==> config.mk <==
export PLATFORM = sky130hd
export DESIGN_NAME = shift_register_expander_driver
export DESIGN_NICKNAME = d
export VERILOG_FILES = /design/src/rtl/core/sred_pkg.sv /design/src/rtl/core/sred_ctrl.sv /design/src/rtl/core/sred_datapath.sv /design/src/rtl/core/shift_register_expander_driver.sv
export SDC_FILE = /design/constraint.sdc
export NUM_CORES = 1
export LEC_CHECK = 0
export ABC_CLOCK_PERIOD_IN_PS = 3500
export BUFFER_PORTS_ARGS = -buffer_cell sky130_fd_sc_hd__buf_2
export CAP_MARGIN = 10
export CELL_PAD_IN_SITES_DETAIL_PLACEMENT = 0
export CELL_PAD_IN_SITES_GLOBAL_PLACEMENT = 1
export CORE_ASPECT_RATIO = 1.2
export CORE_MARGIN = 5
export CORE_UTILIZATION = 48
export CTS_BUF_LIST = sky130_fd_sc_hd__clkbuf_16
export DETAILED_ROUTE_END_ITERATION = 10
export PLACE_DENSITY = 0.9
export SLEW_MARGIN = 30
export SYNTH_ARGS = -nofsm -noshare
export SYNTH_HDL_FRONTEND = slang
export SYNTH_SLANG_ARGS = --single-unit
==> constraint.sdc <==
create_clock -name clk -period 3.5 [get_ports clk]
set_input_delay 0.35 -clock clk [delete_from_list [all_inputs] [get_ports clk]]
set_output_delay 0.35 -clock clk [all_outputs]
set_load 0.02 [all_outputs]
==> src/rtl/core/sred_pkg.sv <==
// ----------------------------------------------------------------------------
// sred_pkg
// Shared types and constants of the shift register expander driver.
// ----------------------------------------------------------------------------
package sred_pkg;

  localparam int CFG_W    = 4;
  localparam int ACTION_W = 3;
  localparam int BITIDX_W = 6;
  localparam int CHIPIX_W = 3;
  localparam int BYTE_W   = 8;

  // action codes of an input word
  typedef enum logic [ACTION_W-1:0] {
    ACT_SET_BIT  = 3'd0,
    ACT_SET_CHIP = 3'd1,
    ACT_ALL_OFF  = 3'd2,
    ACT_ALL_ON   = 3'd3,
    ACT_SHIFT    = 3'd4
  } action_t;

  // controller states
  typedef enum logic {
    ST_IDLE  = 1'b0,
    ST_SHIFT = 1'b1
  } state_t;

  // controller to datapath
  typedef struct packed {
    logic accept;  // input word taken this cycle
    logic start;   // clear bit counter for a shift-out run
    logic step;    // load next serial bit into output register
  } cmd_t;

  // datapath to controller
  typedef struct packed {
    logic empty;     // no chip in use
    logic last;      // bit counter points at final bit of run
    logic out_free;  // output register can take a new word
  } sts_t;

endpackage

==> src/rtl/core/sred_ctrl.sv <==
// ----------------------------------------------------------------------------
// sred_ctrl
// Controller state machine: takes input words and sequences shift-out runs.
// ----------------------------------------------------------------------------
module sred_ctrl
  import sred_pkg::*;
(
  input  logic                clk,
  input  logic                rst,
  input  logic                in_valid,
  output logic                in_ready,
  input  logic [ACTION_W-1:0] action,
  input  sts_t                sts,
  output cmd_t                cmd
);

  state_t state, state_next;

  // state register
  always_ff @(posedge clk) begin
    if (rst) begin
      state <= ST_IDLE;
    end else begin
      state <= state_next;
    end
  end

  // next state and commands
  always_comb begin
    state_next = state;
    in_ready   = 1'b0;
    cmd        = '0;
    case (state)
      ST_IDLE: begin
        in_ready   = 1'b1;
        cmd.accept = in_valid;
        if (in_valid && (action == ACT_SHIFT) && !sts.empty) begin
          cmd.start  = 1'b1;
          state_next = ST_SHIFT;
        end
      end
      ST_SHIFT: begin
        if (sts.out_free) begin
          cmd.step = 1'b1;
          if (sts.last) begin
            state_next = ST_IDLE;
          end
        end
      end
      default: begin
        state_next = ST_IDLE;
      end
    endcase
  end

endmodule

==> src/rtl/core/sred_datapath.sv <==
// ----------------------------------------------------------------------------
// sred_datapath
// Shadow byte store, chip count register, bit counter and output register.
// ----------------------------------------------------------------------------
module sred_datapath
  import sred_pkg::*;
#(
  parameter int MAX_CHIPS = 8
) (
  input  logic                clk,
  input  logic                rst,
  input  logic                cfg_we,
  input  logic [CFG_W-1:0]    cfg_wdata,
  input  logic [ACTION_W-1:0] action,
  input  logic [BITIDX_W-1:0] bit_index,
  input  logic [CHIPIX_W-1:0] chip_index,
  input  logic [BYTE_W-1:0]   value,
  input  cmd_t                cmd,
  output sts_t                sts,
  output logic                out_valid,
  input  logic                out_ready,
  output logic                serial_bit,
  output logic                latch
);

  localparam int CHIP_W = (MAX_CHIPS > 1) ? $clog2(MAX_CHIPS) : 1;
  localparam int CNT_W  = CHIP_W + 3;
  localparam logic [CFG_W-1:0] MAX_N = CFG_W'(MAX_CHIPS);

  logic [BYTE_W-1:0] shadow      [MAX_CHIPS];
  logic [BYTE_W-1:0] shadow_next [MAX_CHIPS];
  logic [CFG_W-1:0]  chip_count;
  logic [CFG_W-1:0]  n_use;
  logic [CFG_W-1:0]  n_m1;
  logic [CFG_W-1:0]  bit_byte;
  logic [CFG_W-1:0]  chip_byte;
  logic              bit_in_range;
  logic              chip_in_range;
  logic [CNT_W-1:0]  cnt;
  logic [CHIP_W-1:0] cnt_byte;
  logic [2:0]        cnt_bit;
  logic [BYTE_W-1:0] cur_byte;

  // chip count register; the count in use is clamped to the store depth
  always_ff @(posedge clk) begin
    if (rst) begin
      chip_count <= CFG_W'(1);
    end else if (cfg_we) begin
      chip_count <= cfg_wdata;
    end
  end

  assign n_use = (chip_count > MAX_N) ? MAX_N : chip_count;
  assign n_m1  = n_use - CFG_W'(1);

  // target bytes of set bit and set chip byte (chain order is reversed)
  assign bit_in_range  = {1'b0, bit_index[5:3]} < n_use;
  assign chip_in_range = {1'b0, chip_index} < n_use;
  assign bit_byte      = n_m1 - {1'b0, bit_index[5:3]};
  assign chip_byte     = n_m1 - {1'b0, chip_index};

  // shadow store update
  always_comb begin
    for (int i = 0; i < MAX_CHIPS; i++) begin
      shadow_next[i] = shadow[i];
    end
    if (cmd.accept) begin
      case (action)
        ACT_SET_BIT: begin
          for (int i = 0; i < MAX_CHIPS; i++) begin
            if (bit_in_range && (CFG_W'(i) == bit_byte)) begin
              shadow_next[i][~bit_index[2:0]] = value[0];
            end
          end
        end
        ACT_SET_CHIP: begin
          for (int i = 0; i < MAX_CHIPS; i++) begin
            if (chip_in_range && (CFG_W'(i) == chip_byte)) begin
              shadow_next[i] = value;
            end
          end
        end
        ACT_ALL_OFF, ACT_ALL_ON: begin
          for (int i = 0; i < MAX_CHIPS; i++) begin
            if (CFG_W'(i) < n_use) begin
              shadow_next[i] = (action == ACT_ALL_ON) ? '1 : '0;
            end
          end
        end
        default: begin
        end
      endcase
    end
  end

  always_ff @(posedge clk) begin
    if (rst) begin
      for (int i = 0; i < MAX_CHIPS; i++) begin
        shadow[i] <= '0;
      end
    end else begin
      for (int i = 0; i < MAX_CHIPS; i++) begin
        shadow[i] <= shadow_next[i];
      end
    end
  end

  // bit counter for a shift-out run
  always_ff @(posedge clk) begin
    if (rst) begin
      cnt <= '0;
    end else if (cmd.start) begin
      cnt <= '0;
    end else if (cmd.step) begin
      cnt <= cnt + CNT_W'(1);
    end
  end

  assign cnt_byte = cnt[CNT_W-1:3];
  assign cnt_bit  = cnt[2:0];
  assign cur_byte = shadow[cnt_byte];

  // output register
  always_ff @(posedge clk) begin
    if (rst) begin
      out_valid <= 1'b0;
    end else if (cmd.step) begin
      out_valid <= 1'b1;
    end else if (out_ready) begin
      out_valid <= 1'b0;
    end
  end

  always_ff @(posedge clk) begin
    if (cmd.step) begin
      serial_bit <= cur_byte[cnt_bit];
      latch      <= sts.last;
    end
  end

  // status
  assign sts.empty    = (n_use == '0);
  assign sts.last     = (CFG_W'(cnt_byte) == n_m1) && (cnt_bit == 3'd7);
  assign sts.out_free = !out_valid || out_ready;

endmodule

==> src/rtl/core/shift_register_expander_driver.sv <==
// ----------------------------------------------------------------------------
// shift_register_expander_driver
// Shadow store and serializer for a chain of eight-bit output shift registers.
// ----------------------------------------------------------------------------
// Input channel (in_valid/in_ready) carries one action word: set bit, set
// chip byte, all off, all on or shift out. Output channel (out_valid/
// out_ready) carries one serial_bit per word, latch high on the final bit.
// cfg_we/cfg_wdata write chip_count; write only while the block is idle.
// Edit actions leave in_ready high, and the next word can follow in the
// next cycle. Shift out of n chips gives n*8 output words; the first is
// loaded into the output register once the controller is in its shift
// state and the register is free, then one per cycle while out_ready is
// high, as the bit counter walks the shadow store. in_ready is low during
// the run and rises as the final bit is loaded into the output register.
// A stalled receiver holds the output register and stops the bit counter.
// Reset clears all shadow bytes, sets chip_count to one, and empties the
// output register.
// ----------------------------------------------------------------------------
module shift_register_expander_driver
  import sred_pkg::*;
#(
  parameter int MAX_CHIPS = 8
) (
  input  logic                clk,
  input  logic                rst,
  input  logic                cfg_we,
  input  logic [CFG_W-1:0]    cfg_wdata,
  input  logic                in_valid,
  output logic                in_ready,
  input  logic [ACTION_W-1:0] action,
  input  logic [BITIDX_W-1:0] bit_index,
  input  logic [CHIPIX_W-1:0] chip_index,
  input  logic [BYTE_W-1:0]   value,
  output logic                out_valid,
  input  logic                out_ready,
  output logic                serial_bit,
  output logic                latch
);

  cmd_t cmd;
  sts_t sts;

  // controller
  sred_ctrl u_ctrl (
    .clk      (clk),
    .rst      (rst),
    .in_valid (in_valid),
    .in_ready (in_ready),
    .action   (action),
    .sts      (sts),
    .cmd      (cmd)
  );

  // datapath
  sred_datapath #(
    .MAX_CHIPS (MAX_CHIPS)
  ) u_dp (
    .clk        (clk),
    .rst        (rst),
    .cfg_we     (cfg_we),
    .cfg_wdata  (cfg_wdata),
    .action     (action),
    .bit_index  (bit_index),
    .chip_index (chip_index),
    .value      (value),
    .cmd        (cmd),
    .sts        (sts),
    .out_valid  (out_valid),
    .out_ready  (out_ready),
    .serial_bit (serial_bit),
    .latch      (latch)
  );

endmodule

# Word level (Yosys, flattened, before mapping)
# Memory sizes are Yosys's and may differ from the RTL's. A register that Yosys moved wholly into a read port is not among the register bits.
# Cells that the tools add are included.
[totals]
output_inout_bits = 4
ramBits = 64
mem_count = 1
regBits = 14
[mem_list]
columns = ["name", "depth", "width", "rd", "rd_ports_with_merged_regs", "wr", "line", "source"]
rows = [
  ["u_dp.shadow", 8, 8, 9, 1, 8, "sred_datapath.sv:30", "logic [BYTE_W-1:0] shadow [MAX_CHIPS];"],
]
[classes]
n_eq_ne = 20
n_mux = 63
addsub = 4
magnitude_cmp = 14
n_reduce_logical = 30
n_bitwise = 10
[op_table]
columns = ["cell", "n"]
rows = [
  ["$mux 8", 33],
  ["$pmux 64 s3", 1],
  ["$bwmux 8", 8],
  ["$mux 64", 1],
  ["$eq 3x4->1 const A", 8],
  ["$logic_and 1x1->1", 20],
  ["$eq 2x4->1 const A", 4],
  ["$lt 3x4->1 const A", 4],
  ["$mux 1", 13],
  ["$logic_not 4->1", 3],
  ["$eq 1x4->1 const A", 2],
  ["$lt 1x4->1 const A", 2],
  ["$lt 2x4->1 const A", 2],
  ["$lt 3x4->1", 2],
  ["$lt 3x4->1 const B", 2],
  ["$or 1x1->1", 8],
  ["$sub 4x3->4", 2],
  ["$add 6x1->6 const B", 1],
  ["$eq 3x2->1 const B", 2],
  ["$eq 3x3->1 const B", 2],
  ["$mux 3", 2],
  ["$eq 3x4->1", 1],
  ["$gt 4x4->1 const B", 1],
  ["$mux 4", 1],
  ["other kinds (14)", 16],
]

# Depth between registers and ports, before layout
# Gate-level depths: netlist (run 1).
[logic_depth]
word_depth = 10
depth_mapped = 13

# Hierarchy
# A second synthesis (run 1) with hierarchy kept.
[hier_totals]
cells_unflattened = 467
hier_area_um2 = 4808.4
[by_module_without_submodules]
columns = ["module", "instances", "cells_per_inst", "seq_area_each_um2", "area_each_um2"]
rows = [
  ["sred_datapath", 1, 458, 1621.6, 4722.0],
  ["sred_ctrl", 1, 9, 20.0, 86.3],
]

# Least setup slack after synthesis (run 1)
# No wires, ideal clock.
[synth_timing]
path_kind = "register -> register"
from = "reg u_dp.chip_count[3]"
to = "reg (tool-made name)"
arrival_ns = 3.090
synth_period_minus_slack_ns = 3.233
required_ns = 3.357
path_stages_with_launch = 13
slack_ns = 0.267
path_cell_list = "dfxtp_1 buf_6 nand2b_1 ha_1 xnor2_1 ha_1 xor2_1 or4b_2 o22ai_1 nor3b_4 and2_1 buf_6 a211oi_1"
[synth_rtl]
columns = ["element", "line", "source"]
rows = [
  ["from (decl)", "sred_datapath.sv:32", "logic [CFG_W-1:0] chip_count;"],
  ["from (signal assigned)", "sred_datapath.sv:49", "chip_count <= cfg_wdata;"],
]

==> results_dict.tcl, run 1 <==
set metrics [dict create \
    status "finished clean" \
    cpPeakStageDelay_ns 0.41 \
    die_y_um 120 \
    power-per-cell-area_mw_per_mm2 459 \
    antenna_found_initial 0 \
    yosys_warnings 0 \
    worst_slack_ns 0.193 \
    cts.reportedPaths.clkPinSlew_ns 0.06 \
    rrSetupSlack_ns 0.19 \
    synth_cell_type_count 59 \
    p_total_mw 2.43 \
    ios 33 \
    setup_tns_ns 0 \
    ir_worst_vdd_mv 0.383 \
    yosys.area.top_type_share_pct 32.7 \
    fp.dieW_um 102 \
    syn_nets 537 \
    crit_chain "nand2b_1 > ha_1 > xnor2_1 > buf_4 > ha_1 > xnor2_1 > a211o_1 > a31oi_1 > o211a_1 > and2_1 > a211oi_1" \
    path_buf_inv 1 \
    use_met1_pct 29.8 \
    avgSynthCellArea_um2 9.90 \
    ant_nets 0 \
    ys_ff_latch 81 \
    antenna_cells 0 \
    rsz0062_at_grt "false" \
    critPathTopFamily "compound AO/OA/AOI/OAI gates" \
    overflow 0 \
    relSlewSlack_pct 43.7 \
    synth-edff-count 2 \
    wl_um 13800 \
    finalCriticalPeriod_ns 3.31 \
    grt-busiest-layer "met2" \
    core_area_mm2 0.00996 \
    finalCritPeriodShare_pct 94.5 \
    synth_area_leader_cell "dfxtp_1" \
    grt_pass1_vias 4259 \
    critPathCaptureType "register" \
    tightest_slew_ns 0.845 \
    cts_root_buf "clkbuf_16" \
    viasPerCell 6.68 \
    cts_made_buffers 9 \
    required_ns 3.68 \
    drv_slew 0 \
    grtUsageMet3_pct 4.13 \
    vias 4259 \
    rows 40 \
    setup_violations 0 \
    worstSetupPathType "reg2reg" \
    slowest_stage "and2_1" \
    clock_sinks 81 \
    hold_class "in2reg" \
    leakage_nw 1.87 \
    drive_gt1_share_pct 24.0 \
    drcViolationCount 0 \
    htree_levels 3 \
    crit_path_start_kind "register" \
    dieArea_mm2 0.0122 \
    cts_setup_buffers 0 \
    dp_hpwl_um 10400 \
    drv_cap 0 \
    clk-insertion-delay-late_ns 0.34 \
    crit_arrival_ns 3.48 \
    first_pass_iters 7 \
    hold_slack_ns 0.226 \
    clock.fmax_mhz 302 \
    syn-cell-area_mm2 0.00484 \
    cts_tree "built" \
    synth-main-ff-cell "dfxtp_1" \
    start_util_pct 48.6 \
    grtUsageTotal_pct 23.4 \
    syn_inst 489 \
    cp_max_fo 10 \
    n_fill_cell 857 \
    synth_seq_area_share_pct 33.9 \
    met2_usage_pct 38.1 \
    finClkSkew_ns 0.00653 \
    holdBufCountCts 0 \
    syn2layout_area_growth_pct 9.56 \
    grt_max_degree 27 \
    final_core_util_pct 53.3 \
    gp_routability_congestion 0.894 \
    portBuffers 32 \
    nets 555 \
    grt_pass1_wl_um 22300 \
    drtIter0Drc 390 \
    synthArstFlopShare_pct 0 \
    cts_buffer_depth 2 \
    dpl_worst_slack_ns 0.0996 \
    finalHoldViolCount 0 \
    ys_top_cells_by_area "dfxtp_1, mux4_2, a31oi_1, a211oi_2, a211oi_1" \
    post_drt_wl_per_cell_um 21.7 \
]
-- cell type report --
cell class	instances	area [um^2]	area share, %
Sequential cell	81	1640	31.0
Clock inverter	7	62.6	1.18
Multi-Input combinational cell	352	2880	54.3
Inverter	15	56.3	1.06
Timing Repair Buffer	48	280	5.28
Tap cell	126	158	2.97
Clock buffer	9	225	4.24
-- worst reg2reg max path: stages (launching register included) --
cell      delay, ns
dfxtp_2        0.36
nand2b_1       0.24
ha_1           0.31
xnor2_1        0.17
buf_4          0.15
ha_1           0.34
xnor2_1        0.22
a211o_1        0.30
a31oi_1        0.27
o211a_1        0.23
and2_1         0.41
a211oi_1       0.13
-- path summary, 6_finish.rpt --
check / startpoint / depth (start not counted) / end
worst max-delay path: u_dp.chip_count[3] / 11 / register
worst min-delay path: cfg_wdata[0] / 2 / u_dp.chip_count[0]
worst max register to register: u_dp.chip_count[3] / 11 / register
worst min register to register: u_dp.out_valid / 2 / u_dp.out_valid
-- layout by cell type, fill, tap and decap left out, drive strengths merged, types with 2 or more instances in the layout --
| master | synthesis | routed |
|---|---|---|
| a41oi | 6 | 6 |
| nor3b | 2 | 2 |
| mux4 | 18 | 18 |
| nand4 | 3 | 3 |
| nor2b | 4 | 4 |
| and3 | 4 | 4 |
| o211a | 2 | 2 |
| o31ai | 2 | 2 |
| a211o | 2 | 2 |
| a41o | 3 | 3 |
| dfxtp | 79 | 79 |
| o21ai | 14 | 14 |
| nand2b | 14 | 14 |
| a31o | 5 | 5 |
| a211oi | 66 | 66 |
| a31oi | 59 | 59 |
| a21oi | 10 | 10 |
| buf | 23 | 48 |
| inv | 15 | 18 |
| nor4 | 2 | 2 |
| nor2 | 34 | 34 |
| a21o | 2 | 2 |
| clkbuf | 18 | 9 |
| nand3 | 4 | 4 |
| ha | 17 | 17 |
| xor2 | 5 | 5 |
| mux2i | 7 | 7 |
| nand3b | 3 | 3 |
| nand2 | 18 | 18 |
| clkinv | 0 | 3 |
| o22ai | 2 | 2 |
| o22a | 7 | 7 |
| xnor2 | 6 | 6 |
| and2 | 9 | 9 |
| edfxtp | 2 | 2 |
| nor3 | 6 | 6 |
| or3 | 2 | 2 |
| fa | 2 | 2 |
-- stage by stage --
| stage | instances | instance area (um^2) |
|---|---|---|
| 6_report | 638 | 5310 |
| 5_1_grt | 638 | 5310 |
| 4_1_cts | 638 | 5300 |
| 3_5_place_dp | 622 | 5010 |
| 3_3_place_gp | 622 | 5010 |
| 2_1_floorplan | 489 | 4840 |
-- kinds of logic (layout without fill, tap and decap cells) --
group                      count (synthesis)  count (layout)  synth area share [%]
AOI/OAI and AO/OA                        185             185                  29.9
and+or+nand+nor                          112             112                  12.5
DFF                                       81              81                  33.9
buffers and inverters                     56              79                  6.69
muxes                                     25              25                  9.82
adders and majority gates                 19              19                  5.22
xor gates and xnor gates                  11              11                  1.99
-- power breakdown --
part	total, mW	switching, mW	internal, mW
Combinational	0.510	0.322	0.188
Clock	0.931	0.385	0.547
Sequential	0.993	0.0273	0.965
Total	2.43	0.734	1.70
-- layer usage --
metal | up-vias | part of all wire, %
met5 | - | 0
met3 | 39 | 6.8
met1 | 2069 | 41
li1 | 1951 | -
met4 | 0 | 3.0
met2 | 200 | 49
-- timing repair --
action,in CTS,in global routing
endpoints found under the hold margin,0,0
endpoints found under the setup margin,0,44
resized for setup,0,4
-- Yosys cell counts, drive strengths merged (2+ instances only) --
| cell | n |
|---|---|
| and3 | 4 |
| nand2 | 18 |
| a31oi | 59 |
| buf | 23 |
| nor3b | 2 |
| clkbuf | 18 |
| xnor2 | 6 |
| xor2 | 5 |
| o22ai | 2 |
| nand3b | 3 |
| and2 | 9 |
| nor2b | 4 |
| nand4 | 3 |
| nand2b | 14 |
| nand3 | 4 |
| a211o | 2 |
| mux4 | 18 |
| a21oi | 10 |
| mux2i | 7 |
| inv | 15 |
| a21o | 2 |
| a211oi | 66 |
| fa | 2 |
| o22a | 7 |
| dfxtp | 79 |
| o31ai | 2 |
| nor3 | 6 |
| o211a | 2 |
| a41oi | 6 |
| edfxtp | 2 |
| a41o | 3 |
| a31o | 5 |
| ha | 17 |
| nor4 | 2 |
| or3 | 2 |
| o21ai | 14 |
| nor2 | 34 |
Note: power is estimated with default switching activity, not from simulation.
==> run 2: changes to the inputs <==
- CORE_UTILIZATION: 48 -> 50
- CTS_BUF_LIST: sky130_fd_sc_hd__clkbuf_16 -> sky130_fd_sc_hd__clkbuf_8
- PLACE_DENSITY: 0.9 -> 0.93
- SYNTH_HIERARCHICAL: default -> 1
==> run 2 against run 1 <==
  * First-iteration DRC count increased by 34%
  * Clock power decreased by 16%
  * Count of clock-buffer cells in the layout increased by 1
  * Via count increased by 1.3%
  * Non-clock buffer count increased by 12
  * Wire length decreased by 3.2%
  * Hold slack got worse by 0.017 ns
  * Core utilization increased by 3.7 points
==> results_dict.tcl, run 2 <==
set metrics [dict create \
    status "finished clean" \
    cts_made_buffers 9 \
    clock_sinks 81 \
    power-per-cell-area_mw_per_mm2 428 \
    clock.fmax_mhz 300 \
    synth_area_leader_cell "dfxtp_1" \
    synth_cell_type_count 64 \
    yosys-top-cells-count "dfxtp_1, a211oi_1, a31oi_1" \
    synth_compound_area_share_pct 29.2 \
    start_util_pct 50.8 \
    crit_path_start_kind "register" \
    finalHoldViolCount 0 \
    ant_nets 0 \
    drtIter0Drc 522 \
    syn_nets 516 \
    synthSimpleGateAreaFrac_pct 12.4 \
    viasPerCell 6.85 \
    grtUsageTotal_pct 22.8 \
    gp_routability_congestion 0.871 \
    cts.reportedPaths.clkPinSlew_ns 0.09 \
    yosys_warnings 6 \
    highest_layer "met4" \
    worst_slack_ns 0.164 \
    ys_top_cells_by_area "dfxtp_1, a211oi_1, a31oi_1, mux4_1, mux4_2" \
    rsz0062_at_grt "false" \
    cts_buffer_depth 2 \
    drive_gt1_share_pct 23.1 \
    wl_um 13400 \
    synthArstFlopShare_pct 0 \
    drcViolationCount 0 \
    die_y_um 117 \
    nets 551 \
    clk-insertion-delay-late_ns 0.35 \
    fp.dieW_um 99.5 \
    cts_setup_buffers 0 \
    leakage_nw 1.93 \
    antenna_cells 0 \
    yosys.area.top_type_share_pct 32.9 \
    cp_max_fo 8 \
    ios 33 \
    final_common_cell "dfxtp_1" \
    dieArea_mm2 0.0117 \
    syn2layout_area_growth_pct 12.1 \
    layout_common_cells "dfxtp_1, a211oi_1, a31oi_1" \
    core_area_mm2 0.00947 \
    required_ns 3.69 \
    ys_ff_latch 81 \
    portBuffers 32 \
    grt_max_degree 45 \
    synthMuxAreaShare_pct 11.9 \
    grt_pass1_vias 4306 \
    worstSetupPathType "reg2reg" \
    synth-main-ff-cell "dfxtp_1" \
    first_pass_iters 5 \
    synth-xor-area-share_pct 1.98 \
    finalCritPeriodShare_pct 95.3 \
    rows 39 \
    cts_root_buf "clkbuf_8" \
    ir_worst_vdd_mv 0.184 \
    syn_inst 467 \
    finClkSkew_ns 0.00721 \
    vias 4316 \
    crit_arrival_ns 3.53 \
    synthAdderAreaFrac_pct 5.52 \
    wl_met3_um 910 \
    m1WireLength_um 5270 \
    yosysMostFrequentCell "dfxtp_1" \
    syn-cell-area_mm2 0.00481 \
    post_drt_wl_per_cell_um 21.3 \
    met2WireLength_um 6760 \
    hold_class "in2reg" \
    critPathCaptureType "register" \
    finalCriticalPeriod_ns 3.34 \
    cts_tree "built" \
    antenna_found_initial 0 \
    overflow 0 \
    tightest_slew_ns 0.864 \
    synth_top_family_by_area "compound AO/OA/AOI/OAI gates" \
    dpl_worst_slack_ns 0.244 \
    synth_seq_area_share_pct 34.1 \
    dp_hpwl_um 9580 \
    relSlewSlack_pct 42.4 \
    grt_pass1_wl_um 21400 \
    setup_violations 0 \
    htree_levels 3 \
    drv_cap 0 \
    drv_slew 0 \
    setup_tns_ns 0 \
    avgSynthCellArea_um2 10.3 \
    synth-edff-count 2 \
]
-- run 2: worst max-delay path, cell delays in order (launching register included) --
cell      delay (ns)
dfxtp_1         0.43
nand2b_1        0.11
ha_1            0.25
ha_1            0.36
ha_1            0.34
xor2_1          0.29
nand2_1         0.13
or4_1           0.50
o22ai_2         0.17
and2_1          0.43
a211oi_1        0.16
-- run 2: layout make-up --
cell class / instances / area, um^2
fill: 828 / 4080
multi-input combinational: 335 / 2940
clock buffer: 10 / 138
clock inverter: 6 / 90.1
sequential: 81 / 1640
inverter: 15 / 56.3
timing repair buffer: 60 / 370
tap: 123 / 154
-- run 2: cell families after synthesis --
kind of cell,Yosys count
muxes,27
adders and majority gates,20
DFF,81
AOI/OAI and AO/OA,178
and+or+nand+nor,100
xor gates and xnor gates,10
buffers and inverters,51
-- run 2: timing repair --
action,CTS,global route
hold buffers,0,0
resized for setup,0,1
endpoints found under the setup margin,0,2
-- run 2: path summary, 6_finish.rpt --
path	start	to	slack [ns]	depth (start not counted)
setup / recovery	u_dp/chip_count[1]	register	0.16	10
hold / removal	cfg_wdata[0]	u_dp/chip_count[0]	0.21	2
setup reg to reg	u_dp/chip_count[1]	register	0.16	10
hold reg to reg	u_dp/out_valid	u_dp/out_valid	0.53	2
-- run 2: metrics by stage --
stage | cell area, um^2 | cells | total power [mW] | hold WS, ns | util, %
5_1_grt | 5390 | 630 | 2.40 | 0.217 | 57.0
3_3_place_gp | 5160 | 614 | 1.52 | 0.502 | 54.5
3_5_place_dp | 5160 | 614 | 1.53 | 0.528 | 54.5
2_1_floorplan | 4810 | 467 | 1.38 | 0.464 | -
6_report | 5390 | 630 | 2.31 | 0.209 | 57.0
4_1_cts | 5380 | 630 | 2.31 | 0.200 | 56.9
-- run 2: metal layers --
layer,vias up,track usage (%)
met4,0,10.4
met2,244,40.0
li1,1938,-
met3,41,3.74
met5,-,0
met1,2093,26.7
-- run 2: where the power goes --
part	total, mW	switching, mW	internal (mW)
Combinational	0.543	0.343	0.201
Clock	0.780	0.356	0.424
Sequential	0.986	0.0240	0.962
Total	2.31	0.723	1.59
